[src/sv/tmr_pkg.sv]
// ----------------------------------------------------------------------------
// tmr_pkg
// Shared types and constants for the prescaled auto-reload timer: request
// codes, register map, control bit positions and the request/response structs.
// ----------------------------------------------------------------------------
package tmr_pkg;

   // Width of the bus data and of the prescaler
   localparam int DATA_WIDTH     = 16;
   localparam int PRESCALE_WIDTH = 16;

   // Control register bit positions
   localparam int CTRL_EN_BIT  = 0;
   localparam int CTRL_OPM_BIT = 3;
   localparam int CTRL_DIR_BIT = 4;

   // Request kinds; code 3 is unused and does nothing
   typedef enum logic [1:0] {
      MODE_TICK  = 2'd0,
      MODE_WRITE = 2'd1,
      MODE_READ  = 2'd2
   } mode_type;

   // Register map; indexes 6 and 7 are unused
   typedef enum logic [2:0] {
      REG_CONTROL   = 3'd0,
      REG_PRESCALER = 3'd1,
      REG_RELOAD    = 3'd2,
      REG_EVENT     = 3'd3,
      REG_STATUS    = 3'd4,
      REG_COUNT     = 3'd5
   } reg_index_type;

   typedef struct packed {
      logic [1:0]            mode;
      logic [2:0]            reg_index;
      logic [DATA_WIDTH-1:0] write_data;
   } req_type;

   typedef struct packed {
      logic [DATA_WIDTH-1:0] read_data;
      logic                  update_flag;
      logic                  running;
   } rsp_type;

endpackage

[src/sv/tmr_core.sv]
// ----------------------------------------------------------------------------
// tmr_core
// Timer register file and single-pass next-state logic. One request is
// applied to the state per cycle in which step is high; the response fields
// are available combinationally for the output register.
// ----------------------------------------------------------------------------
module tmr_core
   import tmr_pkg::*;
#(
   parameter int COUNTER_WIDTH = 16
) (
   input  logic    clock,
   input  logic    reset,
   input  logic    step,
   input  req_type item,
   output rsp_type result
);

   // Timer state
   logic                      enable_ff, enable_in;
   logic                      one_pulse_ff, one_pulse_in;
   logic                      down_ff, down_in;
   logic [PRESCALE_WIDTH-1:0] prescale_written_ff, prescale_written_in;
   logic [PRESCALE_WIDTH-1:0] prescale_active_ff, prescale_active_in;
   logic [PRESCALE_WIDTH-1:0] prescale_count_ff, prescale_count_in;
   logic [COUNTER_WIDTH-1:0]  reload_ff, reload_in;
   logic [COUNTER_WIDTH-1:0]  count_ff, count_in;
   logic                      pending_ff, pending_in;

   // Bus data fitted to the counter width, counter values fitted to the bus
   logic [31:0]              data_wide;
   logic [COUNTER_WIDTH-1:0] data_cnt;
   logic [31:0]              count_wide;
   logic [31:0]              reload_wide;
   logic                     wrap;
   logic [DATA_WIDTH-1:0]    read_data;

   assign data_wide   = {16'd0, item.write_data};
   assign data_cnt    = data_wide[COUNTER_WIDTH-1:0];
   assign count_wide  = 32'(count_ff);
   assign reload_wide = 32'(reload_ff);

   // Next state for one request
   always_comb begin
      enable_in           = enable_ff;
      one_pulse_in        = one_pulse_ff;
      down_in             = down_ff;
      prescale_written_in = prescale_written_ff;
      prescale_active_in  = prescale_active_ff;
      prescale_count_in   = prescale_count_ff;
      reload_in           = reload_ff;
      count_in            = count_ff;
      pending_in          = pending_ff;
      wrap                = 1'b0;

      unique case (item.mode)
         MODE_TICK: begin
            if (enable_ff) begin
               if (prescale_count_ff >= prescale_active_ff) begin
                  prescale_count_in = '0;
                  if (down_ff) begin
                     if (count_ff == '0) begin
                        count_in = reload_ff;
                        wrap     = 1'b1;
                     end else begin
                        count_in = count_ff - 1'b1;
                     end
                  end else begin
                     if (count_ff == reload_ff) begin
                        count_in = '0;
                        wrap     = 1'b1;
                     end else begin
                        count_in = count_ff + 1'b1;
                     end
                  end
               end else begin
                  prescale_count_in = prescale_count_ff + 1'b1;
               end
            end
         end
         MODE_WRITE: begin
            unique case (item.reg_index)
               REG_CONTROL: begin
                  enable_in    = item.write_data[CTRL_EN_BIT];
                  one_pulse_in = item.write_data[CTRL_OPM_BIT];
                  down_in      = item.write_data[CTRL_DIR_BIT];
               end
               REG_PRESCALER: prescale_written_in = item.write_data;
               REG_RELOAD:    reload_in = data_cnt;
               REG_EVENT: begin
                  // forced update: restart counter and prescaler
                  if (item.write_data[0]) begin
                     count_in           = down_ff ? reload_ff : '0;
                     prescale_count_in  = '0;
                     pending_in         = 1'b1;
                     prescale_active_in = prescale_written_ff;
                  end
               end
               REG_STATUS: begin
                  if (!item.write_data[0]) begin
                     pending_in = 1'b0;
                  end
               end
               REG_COUNT: count_in = data_cnt;
               default: ;
            endcase
         end
         default: ;
      endcase

      // Counter wrap: update event and one-pulse stop
      if (wrap) begin
         pending_in         = 1'b1;
         prescale_active_in = prescale_written_ff;
         if (one_pulse_ff) begin
            enable_in = 1'b0;
         end
      end
   end

   // Register readback
   always_comb begin
      read_data = '0;
      if (item.mode == MODE_READ) begin
         unique case (item.reg_index)
            REG_CONTROL: begin
               read_data[CTRL_EN_BIT]  = enable_ff;
               read_data[CTRL_OPM_BIT] = one_pulse_ff;
               read_data[CTRL_DIR_BIT] = down_ff;
            end
            REG_PRESCALER: read_data = prescale_written_ff;
            REG_RELOAD:    read_data = reload_wide[DATA_WIDTH-1:0];
            REG_STATUS:    read_data[0] = pending_ff;
            REG_COUNT:     read_data = count_wide[DATA_WIDTH-1:0];
            default:       read_data = '0;
         endcase
      end
   end

   assign result.read_data   = read_data;
   assign result.update_flag = pending_in;
   assign result.running     = enable_in;

   // State registers
   always_ff @(posedge clock) begin
      if (reset) begin
         enable_ff           <= 1'b0;
         one_pulse_ff        <= 1'b0;
         down_ff             <= 1'b0;
         prescale_written_ff <= '0;
         prescale_active_ff  <= '0;
         prescale_count_ff   <= '0;
         reload_ff           <= '1;
         count_ff            <= '0;
         pending_ff          <= 1'b0;
      end else if (step) begin
         enable_ff           <= enable_in;
         one_pulse_ff        <= one_pulse_in;
         down_ff             <= down_in;
         prescale_written_ff <= prescale_written_in;
         prescale_active_ff  <= prescale_active_in;
         prescale_count_ff   <= prescale_count_in;
         reload_ff           <= reload_in;
         count_ff            <= count_in;
         pending_ff          <= pending_in;
      end
   end

endmodule

[src/sv/prescaled_reload_timer_core.sv]
// ----------------------------------------------------------------------------
// prescaled_reload_timer_core
// Input register, then result register. Throughput: one request per cycle
// while rsp_stall does not hold a valid response, set by the single-pass
// state update in tmr_core. Synchronous active-high reset clears the
// pipeline and loads the timer reset state (reload all ones).
// ----------------------------------------------------------------------------
module prescaled_reload_timer_core
   import tmr_pkg::*;
#(
   parameter int COUNTER_WIDTH = 16
) (
   input  logic                  clock,
   input  logic                  reset,
   input  logic                  req_valid,
   output logic                  req_stall,
   input  logic [1:0]            req_mode,
   input  logic [2:0]            req_reg_index,
   input  logic [DATA_WIDTH-1:0] req_write_data,
   output logic                  rsp_valid,
   input  logic                  rsp_stall,
   output logic [DATA_WIDTH-1:0] rsp_read_data,
   output logic                  rsp_update_flag,
   output logic                  rsp_running
);

   logic    in_valid_ff, in_valid_in;
   req_type in_item_ff;
   logic    out_valid_ff, out_valid_in;
   rsp_type out_item_ff;
   rsp_type core_result;
   logic    advance;
   logic    accept;
   logic    step;

   // Pipeline control
   assign advance      = !out_valid_ff || !rsp_stall;
   assign req_stall    = in_valid_ff && !advance;
   assign accept       = req_valid && !req_stall;
   assign step         = in_valid_ff && advance;
   assign in_valid_in  = accept || (in_valid_ff && !advance);
   assign out_valid_in = advance ? in_valid_ff : out_valid_ff;

   always_ff @(posedge clock) begin
      if (reset) begin
         in_valid_ff  <= 1'b0;
         out_valid_ff <= 1'b0;
      end else begin
         in_valid_ff  <= in_valid_in;
         out_valid_ff <= out_valid_in;
      end
   end

   // Input request register
   always_ff @(posedge clock) begin
      if (accept) begin
         in_item_ff.mode       <= req_mode;
         in_item_ff.reg_index  <= req_reg_index;
         in_item_ff.write_data <= req_write_data;
      end
   end

   tmr_core #(
      .COUNTER_WIDTH(COUNTER_WIDTH)
   ) u_core (
      .clock (clock),
      .reset (reset),
      .step  (step),
      .item  (in_item_ff),
      .result(core_result)
   );

   // Result register
   always_ff @(posedge clock) begin
      if (step) begin
         out_item_ff <= core_result;
      end
   end

   assign rsp_valid       = out_valid_ff;
   assign rsp_read_data   = out_item_ff.read_data;
   assign rsp_update_flag = out_item_ff.update_flag;
   assign rsp_running     = out_item_ff.running;

endmodule
[config.mk]
export PLATFORM = sky130hd
export DESIGN_NAME = prescaled_reload_timer_core
export DESIGN_NICKNAME = d
export VERILOG_FILES = /design/src/sv/tmr_pkg.sv /design/src/sv/tmr_core.sv /design/src/sv/prescaled_reload_timer_core.sv
export SDC_FILE = /design/constraint.sdc
export NUM_CORES = 1
export LEC_CHECK = 0
export BUFFER_PORTS_ARGS = -buffer_cell sky130_fd_sc_hd__buf_4
export CAP_MARGIN = 20
export CORE_MARGIN = 2
export CORE_UTILIZATION = 45
export CTS_BUF_LIST = sky130_fd_sc_hd__clkbuf_8
export CTS_CLUSTER_SIZE = 16
export DETAILED_ROUTE_END_ITERATION = 8
export PLACE_DENSITY = 0.62
export SLEW_MARGIN = 20
export SYNTH_ARGS = -nofsm -noshare
export SYNTH_HDL_FRONTEND = slang
export SYNTH_SLANG_ARGS = --single-unit
[constraint.sdc]
create_clock -name clock -period 4.14 [get_ports clock]
set_input_delay 0.207 -clock clock [delete_from_list [all_inputs] [get_ports clock]]
set_output_delay 0.207 -clock clock [all_outputs]
set_load 0.1 [all_outputs]
==> impl_metrics.ini, run 1 <==
[synthesis]
synth_cell_types = 62
seq_area_frac_synth = 0.4043
syn_area_mm2 = 0.007156
avgSynthCellArea_um2 = 8.389
synthArstFlopShare = 0
synth_nets = 898
ys_seq_elements = 125
synth_edf_count = 39
syn_inst = 853
synth_ff_type = dfxtp_1
yosys_warnings = 0

[pwr]
power_density_mw_per_mm2 = 347.8
p_leak_uw = 0.003064
peakVddDrop_v = 0.0003624

[place]
place_congestion = 0.9992
portBuffers = 44
dp_hpwl_um = 15170
place_ws_ns = 1.034

[floorplan]
initial_utilization = 0.4554
die_h_um = 130.1
io_pins = 45
dieArea_mm2 = 0.01693
chipWidth_um = 130.1
rows = 46
core_mm2 = 0.01571

[sta]
setup_viol = 0
clock_skew_ns = 0.01462
tightest_slew_ns = 1.034
rsz0062_at_grt = false
fin_crit_sh = 0.7382
fmax_mhz = 327.2
hold_viol = 0
fin_crit_ns = 3.056
drv_slew = 0
tns_ns = 0
fin_ws_ns = 1.084
relSlewSlack = 0.3080

[worst_setup_path]
worstSetupEndpointType = flip-flop
critPathMaxFanout = 19
cp.required_ns = 4.32
crit_arrival_ns = 3.23
critPathLaunchType = flip-flop
crit_type = flip-flop to flip-flop

[layout]
diodes = 0
drive_gt1_frac = 0.1268
fin_util = 0.5264
fillers = 1523
most-common-layout-cells = nand2_1, nor2_1, dfxtp_1
syn_to_final_growth_pct = 15.58
final_common_cell = nand2_1
fin_nets = 931

[job]
max_cap_violations = 0

[worst_hold_path]
hold_class = input port to flip-flop

[clocking]
ctsRootBufferMaster = clkbuf_8
clk_pin_slew_worst_paths_ns = 0.08
postCtsSetupBuffers = 0
cts_buffer_depth = 2
clkLatencyLatePin_ns = 0.45
cts_buffers = 17
cts_sinks = 125
cts_tree = yes
cts.htree.levels = 4

[detailed_routing]
routed_wirelength_um = 21330
viasPerCell = 5.892
wl_per_cell_um = 19.13
postRouteAntennaNets = 0
dr.first_iter.drc_count = 558
drt_first_pass_iters = 5
drc_errors = 0
num_vias = 6570

[grt]
grt_use_total = 0.2622
grt_pass1_vias = 6109
grt_pass1_wl_um = 33850
grt_overflow_total = 0
antenna_found_initial = 0
grt_start_max_net_pins = 44

[outcome]
outcome = finished clean
==> worst max-delay path: stages, from the launching register on <==
cell	delay [ns]
dfxtp_1	0.33
inv_1	0.06
ha_1	0.32
and4_1	0.28
nand2_1	0.07
o311a_1	0.43
a211oi_4	0.21
buf_4	0.25
and2_1	0.68
a21oi_1	0.15
==> cell usage after synthesis (all sizes together) (8+ instances only) <==
master / n / share of area
a32o: 17 / 0.024
buf: 26 / 0.021
edfxtp: 39 / 0.16
nor3: 8 / 0.0056
nand2: 139 / 0.073
clkbuf: 43 / 0.023
a211o: 8 / 0.0098
a21oi: 53 / 0.037
nand3: 70 / 0.049
xnor2: 19 / 0.023
nor2: 92 / 0.048
o21ai: 13 / 0.0091
ha: 20 / 0.035
o211ai: 22 / 0.029
nor4: 10 / 0.012
mux2i: 8 / 0.011
a32oi: 15 / 0.018
inv: 26 / 0.014
a22oi: 13 / 0.014
xor2: 31 / 0.038
nand4: 26 / 0.024
dfxtp: 86 / 0.24
==> cells by family (layout without fill, tap and decap cells) <==
| group | Yosys count | in the layout | share of synthesized area |
|---|---|---|---|
| adders and majority gates | 20 | 20 | 0.03497 |
| buffers and inverters | 96 | 142 | 0.05770 |
| xor gates and xnor gates | 50 | 50 | 0.06120 |
| and+or+nand+nor | 385 | 385 | 0.2521 |
| muxes | 10 | 10 | 0.01434 |
| AOI/OAI and AO/OA | 167 | 167 | 0.1754 |
| DFF | 125 | 125 | 0.4043 |
==> cell type report <==
type / instances / area, um2 / area share
repair buffers: 83 / 680.7 / 0.08230
clock buffers: 18 / 247.7 / 0.02995
flip-flops and latches: 125 / 2893 / 0.3498
clock inverters: 14 / 219.0 / 0.02648
well taps: 216 / 270.3 / 0.03268
inverters: 27 / 101.3 / 0.01225
multi-input cells: 632 / 3859 / 0.4666
==> where the power goes <==
part / internal (uW) / switching (uW) / total, uW
combinational: 98.6 / 211 / 309
clock: 734 / 509 / 1240
sequential: 1290 / 34.0 / 1320
==> what timing repair did <==
action / 4_1_cts / 5_1_grt
setup endpoints to repair: 0 / 0
endpoints found under the hold margin: 23 / 0
gates resized for setup: 0 / 0
hold buffers: 23 / 0
==> stage by stage <==
stage	area (um2)	instances	hold slack, ns	power, uW
6_report	8270	1115	0.2174	2877
3_3_place_gp	7574	1060	0.3856	1639
2_1_floorplan	7156	853	0.3059	1550
5_1_grt	8270	1115	0.2156	2973
4_1_cts	8270	1115	0.1956	2891
3_5_place_dp	7574	1060	0.3863	1641
==> registers in the layout, summed over array words and instances (netlist names) <==
name,flops
in_item_ff,21
rsp_read_data,16
u_core.count_ff,16
u_core.prescale_active_ff,16
u_core.prescale_count_ff,16
u_core.prescale_written_ff,16
u_core.reload_ff,16
in_valid_ff,1
rsp_running,1
rsp_update_flag,1
rsp_valid,1
u_core.down_ff,1
u_core.enable_ff,1
u_core.one_pulse_ff,1
u_core.pending_ff,1
==> path summary, 6_finish.rpt <==
check                           startpoint                      endpoint  slack (ns)  cells past startpoint
max          u_core.prescale_active_ff[15]                   rsp_running        1.08                      9
min                                  reset                u_core.down_ff        0.22                      2
min reg2reg   u_core.prescale_active_ff[1]  u_core.prescale_active_ff[1]        0.48                      2
max reg2reg  u_core.prescale_active_ff[15]                   rsp_running        1.08                      9
==> routing by layer <==
layer,global-route usage,routed length [um],vias to the layer above
li1,-,-,3115
met1,0.3673,9630,3181
met2,0.4167,9995,242
met3,0.04346,1277,32
met4,0.08033,429,0
met5,0,0,-
Note: power is estimated with default switching activity, not from simulation.
==> inputs of run 2 (changes only) <==
--- a/config.mk
+++ b/config.mk
@@ -12,7 +12,7 @@
 export CTS_BUF_LIST = sky130_fd_sc_hd__clkbuf_8
 export CTS_CLUSTER_SIZE = 16
 export DETAILED_ROUTE_END_ITERATION = 8
-export PLACE_DENSITY = 0.62
+export PLACE_DENSITY = 0.64
 export SLEW_MARGIN = 20
 export SYNTH_ARGS = -nofsm -noshare
 export SYNTH_HDL_FRONTEND = slang
==> constraint.sdc (replaced) <==
create_clock -name clock -period 2.7 [get_ports clock]
set_input_delay 0.135 -clock clock [delete_from_list [all_inputs] [get_ports clock]]
set_output_delay 0.135 -clock clock [all_outputs]
set_load 0.1 [all_outputs]
==> run 2 against run 1 <==
- worst hold slack worse by 0.093 ns
- register-to-register slack got worse by 0.79 ns
- clock skew decreased by 0.0047 ns
- power is 49% higher
- clock power increased by 44%
- final cell count increased by 3.0%
- die area did not move
- critical path depth down 3
- fmax up 27%
==> impl_metrics.ini, run 2 (synthesis gave the netlist of run 1 again) <==
[place]
place_congestion = 0.9556
portBuffers = 44
dp_hpwl_um = 14890
post-place-cells = 1093

[layout]
fin_nets = 965
layout.cells.non_filler = 1149
fin_util = 0.5427
largest_register = in_item_ff
syn_to_final_growth_pct = 19.16
diodes = 0
most-common-layout-cells = nand2_1, buf_4, nor2_1
fillers = 1475
largest_reg_flops = 21
final_common_cell = nand2_1
drive_gt1_frac = 0.1618

[sta]
fin_crit_ns = 2.408
rsz0062_at_grt = false
tightest_slew_ns = 0.7263
tns_ns = 0
hold_viol = 0
clock_skew_ns = 0.009939
relSlewSlack = 0.5153
fmax_mhz = 415.3
setup_viol = 0
fin_crit_sh = 0.8919
drv_slew = 0

[grt]
grt_pass1_vias = 6018
grt_overflow_total = 0
antenna_found_initial = 0
grt_start_max_net_pins = 44
grt_pass1_wl_um = 32370
grt_use_total = 0.2505

[worst_setup_path]
critPathMaxFanout = 12
cp_cell_sequence = nand3_1 -> nor3_1 -> nor3b_1 -> xor2_1 -> a211o_1 -> a32o_1
crit_type = flip-flop to flip-flop
r2r-start = u_core.count_ff[2]
r2r_setup_slack_ns = 0.29
slowest_delay_ns = 0.61
ff2ff_path_depth = 6
critPathLaunchType = flip-flop
cp_slowest_cell = dfxtp_1
timing.rr.end = u_core.count_ff[11]
worstSetupEndpointType = flip-flop
crit_arrival_ns = 2.77
cp.required_ns = 3.06

[detailed_routing]
drt_first_pass_iters = 6
postRouteAntennaNets = 0
dr.first_iter.drc_count = 613
num_vias = 6576
routed_wirelength_um = 20390
drc_errors = 0
viasPerCell = 5.723
wl_per_cell_um = 17.75

[floorplan]
die_h_um = 130.1
dieArea_mm2 = 0.01693
io_pins = 45
core_mm2 = 0.01571
chipWidth_um = 130.1
initial_utilization = 0.4554
rows = 46

[clocking]
clkLatencyLatePin_ns = 0.46
cts_tree = yes
cts_sinks = 125
ctsRootBufferMaster = clkbuf_8
cts_buffers = 17
cts.htree.levels = 4
cts_buffer_depth = 2
clk_pin_slew_worst_paths_ns = 0.08

[pwr]
power_density_mw_per_mm2 = 504.0
peakVddDrop_v = 0.0005359
p_leak_uw = 0.003222

[worst_hold_path]
min_to = u_core.one_pulse_ff
min_path_cells = 2
hold_class = input port to flip-flop
holdCritStartpoint = reset

[outcome]
outcome = finished clean

[job]
max_cap_violations = 0
-- run 2: worst max path at each step --
stage | from | endpoint | slack (ns) | cells after the start
floorplan | rsp_valid | in_item_ff[0] | 0.05 | 2
global placement | u_core.prescale_active_ff[15] | u_core.count_ff[7] | 0.12 | 8
detailed placement | u_core.prescale_active_ff[15] | u_core.count_ff[3] | 0.08 | 8
CTS | u_core.prescale_active_ff[13] | u_core.count_ff[12] | 0.06 | 8
global route | u_core.prescale_count_ff[0] | rsp_update_flag | 0.14 | 9
finish | u_core.count_ff[2] | u_core.count_ff[11] | 0.29 | 6
-- run 2: through the flow --
step	power, uW	cell area, um2	hold slack, ns	worst slack (ns)
after global placement	2522	7836	0.3129	0.1162
final	4297	8527	0.1248	0.2919
after global routing	4446	8527	0.1411	0.1413
after floorplan	2377	7158	0.2339	0.04534
after CTS	4314	8497	0.1125	0.05518
after detailed placement	2524	7836	0.3143	0.08098
-- run 2: layout make-up --
cell class                 count  area, um2  area share
clock inverter                15      196.4     0.02304
inverter                      27      101.3     0.01189
tap                          216      270.3     0.03169
timing repair buffer         117      960.9      0.1127
clock buffer                  17      234.0     0.02744
multi-input combinational    632       3871      0.4540
sequential                   125       2893      0.3393
-- run 2: where the power goes --
group / switching, uW / internal, uW / total, uW
Combinational: 332 / 168 / 500
Clock: 777 / 1000 / 1780
Sequential: 39.2 / 1980 / 2020
Total: 1150 / 3150 / 4300
-- run 2: layer usage --
layer  up-vias  track usage  wire, um
met3        32      0.04715      1192
met2       215       0.3877      9223
li1       3189            -         -
met1      3140       0.3587      9613
met4         0      0.07021       361
met5         -            0         0
-- run 2: timing repair --
item	4_1_cts	5_1_grt
buffers inserted	0	1
hold buffers	23	0
gates resized for setup	0	4
setup endpoints to repair	0	32
hold endpoints to repair	23	0
-- run 2: worst max-delay path, delay by kind of cell, from the launching register on --
kind / cells / cell delay [ns]
xor+xnor: 1 / 0.10
compound gates: 2 / 0.56
flops: 1 / 0.61
simple gates: 3 / 1.04
==> inputs of run 3 (changes only) <==
--- a/config.mk
+++ b/config.mk
@@ -12,8 +12,9 @@
 export CTS_BUF_LIST = sky130_fd_sc_hd__clkbuf_8
 export CTS_CLUSTER_SIZE = 16
 export DETAILED_ROUTE_END_ITERATION = 8
-export PLACE_DENSITY = 0.64
+export PLACE_DENSITY = 0.65
 export SLEW_MARGIN = 20
 export SYNTH_ARGS = -nofsm -noshare
 export SYNTH_HDL_FRONTEND = slang
+export SYNTH_HIERARCHICAL = 1
 export SYNTH_SLANG_ARGS = --single-unit
==> run 3 against run 2 <==
- area after synthesis fell by 5.1%
- fmax fell by 5.4%
- sequential cell count did not move
- critical endpoint is now u_core/count_ff[1]
- largest cell class unchanged
==> impl_metrics.ini, run 3 <==
[outcome]
outcome = finished clean

[worst_setup_path]
crit_arrival_ns = 2.87
r2r-start = u_core/prescale_active_ff[9]
crit_type = flip-flop to flip-flop
worstSetupEndpointType = flip-flop
startpoint = u_core/prescale_active_ff[9]
critPathMaxFanout = 8
cp.required_ns = 3.02
critPathLaunchType = flip-flop

[synthesis]
synth_area_leader_cell = dfxtp_1
yosys_warnings = 6
synth_ff_type = dfxtp_1
synth_nets = 802
syn_inst = 757
synthArstFlopShare = 0
avgSynthCellArea_um2 = 8.973
synth_area_leaders = dfxtp_1, edfxtp_1, nand2_1
synth_cell_types = 64
syn_area_mm2 = 0.006793
yosysMostFrequentCell = nand2_1
synth_edf_count = 39
ys_seq_elements = 125
seq_area_frac_synth = 0.4259
synthTopCellsByCount = nand2_1, dfxtp_1, nor2_1, a21oi_1
synth_top_area_frac = 0.2535

[pwr]
p_leak_uw = 0.003051
power_density_mw_per_mm2 = 506.5
peakVddDrop_v = 0.0004053

[floorplan]
die_h_um = 126.9
dieArea_mm2 = 0.01609
core_mm2 = 0.01464
chipWidth_um = 126.9
io_pins = 45
rows = 44
initial_utilization = 0.4639

[sta]
fin_crit_sh = 0.9426
rsz0062_at_grt = false
fin_crit_ns = 2.545
tns_ns = 0
hold_viol = 0
fmax_mhz = 392.9
setup_viol = 0
drv_slew = 0
relSlewSlack = 0.3556
tightest_slew_ns = 0.9592
clock_skew_ns = 0.01354

[worst_hold_path]
holdCritStartpoint = reset
hold_class = input port to flip-flop

[detailed_routing]
dr.first_iter.drc_count = 474
drt_first_pass_iters = 5
postRouteAntennaNets = 0
num_vias = 5952
drc_errors = 0
viasPerCell = 5.784
routed_wirelength_um = 19070
wl_per_cell_um = 18.53

[clocking]
clkLatencyLatePin_ns = 0.44
clk_pin_slew_worst_paths_ns = 0.08
cts_sinks = 125
cts_buffer_depth = 2
cts_tree = yes
ctsRootBufferMaster = clkbuf_8
cts.htree.levels = 4
cts_buffers = 17

[layout]
largest_reg_flops = 21
fin_nets = 877
layout.cells.non_filler = 1029
most-common-layout-cells = nand2_1, dfxtp_1, buf_4
syn_to_final_growth_pct = 19.23
seq_area_mm2 = 0.002893
largest_register = in_item_ff
fillers = 1289
final_common_cell = nand2_1
diodes = 0
drive_gt1_frac = 0.1538
multi_input_area_mm2 = 0.003557

[grt]
grt_use_total = 0.2390
grt_start_max_net_pins = 31
grt_pass1_wl_um = 30030
grt_overflow_total = 0
antenna_found_initial = 0
grt_pass1_vias = 5717

[job]
max_cap_violations = 0

[place]
post-place-cells = 972
place_congestion = 0.9226
portBuffers = 44
dp_hpwl_um = 13400
[run 3: cell types whose count changed after synthesis, sizes merged, moves of 10 or more]
| cell | previous run | this run |
|---|---|---|
| a32oi | 15 | 0 |
| mux2i | 8 | 35 |
| a32o | 17 | 7 |
| nor3 | 8 | 23 |
| nand2 | 139 | 98 |
| nand4 | 26 | 13 |
| clkbuf | 43 | 32 |
| a22o | 0 | 20 |
| nor2 | 92 | 68 |
| o211ai | 22 | 7 |
| nand3 | 70 | 40 |
[run 3: worst max-delay path: stages (launching register included)]
cell and delay, ns:
dfxtp_1 0.33, inv_1 0.05, ha_1 0.30, a21o_1 0.18, a221o_1 0.32, a2bb2oi_1 0.27, nand3_1 0.25, a22o_1 0.42
a32o_1 0.29
[run 3: worst paths after layout]
path / to / slack (ns) / depth (start not counted)
worst max-delay path: u_core/count_ff[1] / 0.16 / 8
worst min-delay path: u_core/one_pulse_ff / 0.09 / 2
worst max register to register: u_core/count_ff[1] / 0.16 / 8
worst min register to register: u_core/prescale_active_ff[14] / 0.48 / 1
[run 3: where the power goes]
part | internal [uW] | switching [uW] | total, uW
clock | 987 | 738 | 1720
sequential | 1970 | 36.2 | 2010
combinational | 118 | 249 | 367
[run 3: final cells by class]
type                    instances  area share
multi-input cells             549      0.4392
flip-flops and latches        125      0.3572
well taps                     184     0.02843
repair buffers                109      0.1100
clock inverters                15     0.02240
clock buffers                  17     0.02889
inverters                      30     0.01390
[run 3: cells by family (layout without fill, tap and decap cells)]
logic type,count (synthesis),in the layout,share of synthesized area
adders and majority gates,20,20,0.03684
muxes,36,36,0.05489
buffers and inverters,83,171,0.05268
and+or+nand+nor,289,289,0.2026
AOI/OAI and AO/OA,153,153,0.1614
DFF,125,125,0.4259
xor gates and xnor gates,51,51,0.06576
[run 3: routing by layer]
layer  vias up  GRT usage  part of all wire
li1       2853          -                 -
met4         0    0.06787             0.020
met5         -          0                 0
met2       223     0.3931              0.47
met3        33    0.06326             0.065
met1      2843     0.3110              0.45
[run 3: through the flow]
stage	total power [uW]	setup slack (ns)	utilization	cell area (um2)	hold WS [ns]
final	4102	0.1551	0.5531	8099	0.09406
after global routing	4256	0.04141	0.5531	8099	0.07774
after CTS	4135	0.08734	0.5525	8090	0.06873
after detailed placement	2385	0.1027	0.5077	7435	0.3143
after global placement	2381	0.1948	0.5077	7435	0.3129
after floorplan	2266	0.1157	-	6807	0.1974
[run 3: repair_timing]
item,CTS,global route
hold buffers,24,0
endpoints found under the setup margin,0,16
gates resized for setup,0,1
setup buffers,0,0
hold endpoints to repair,23,0
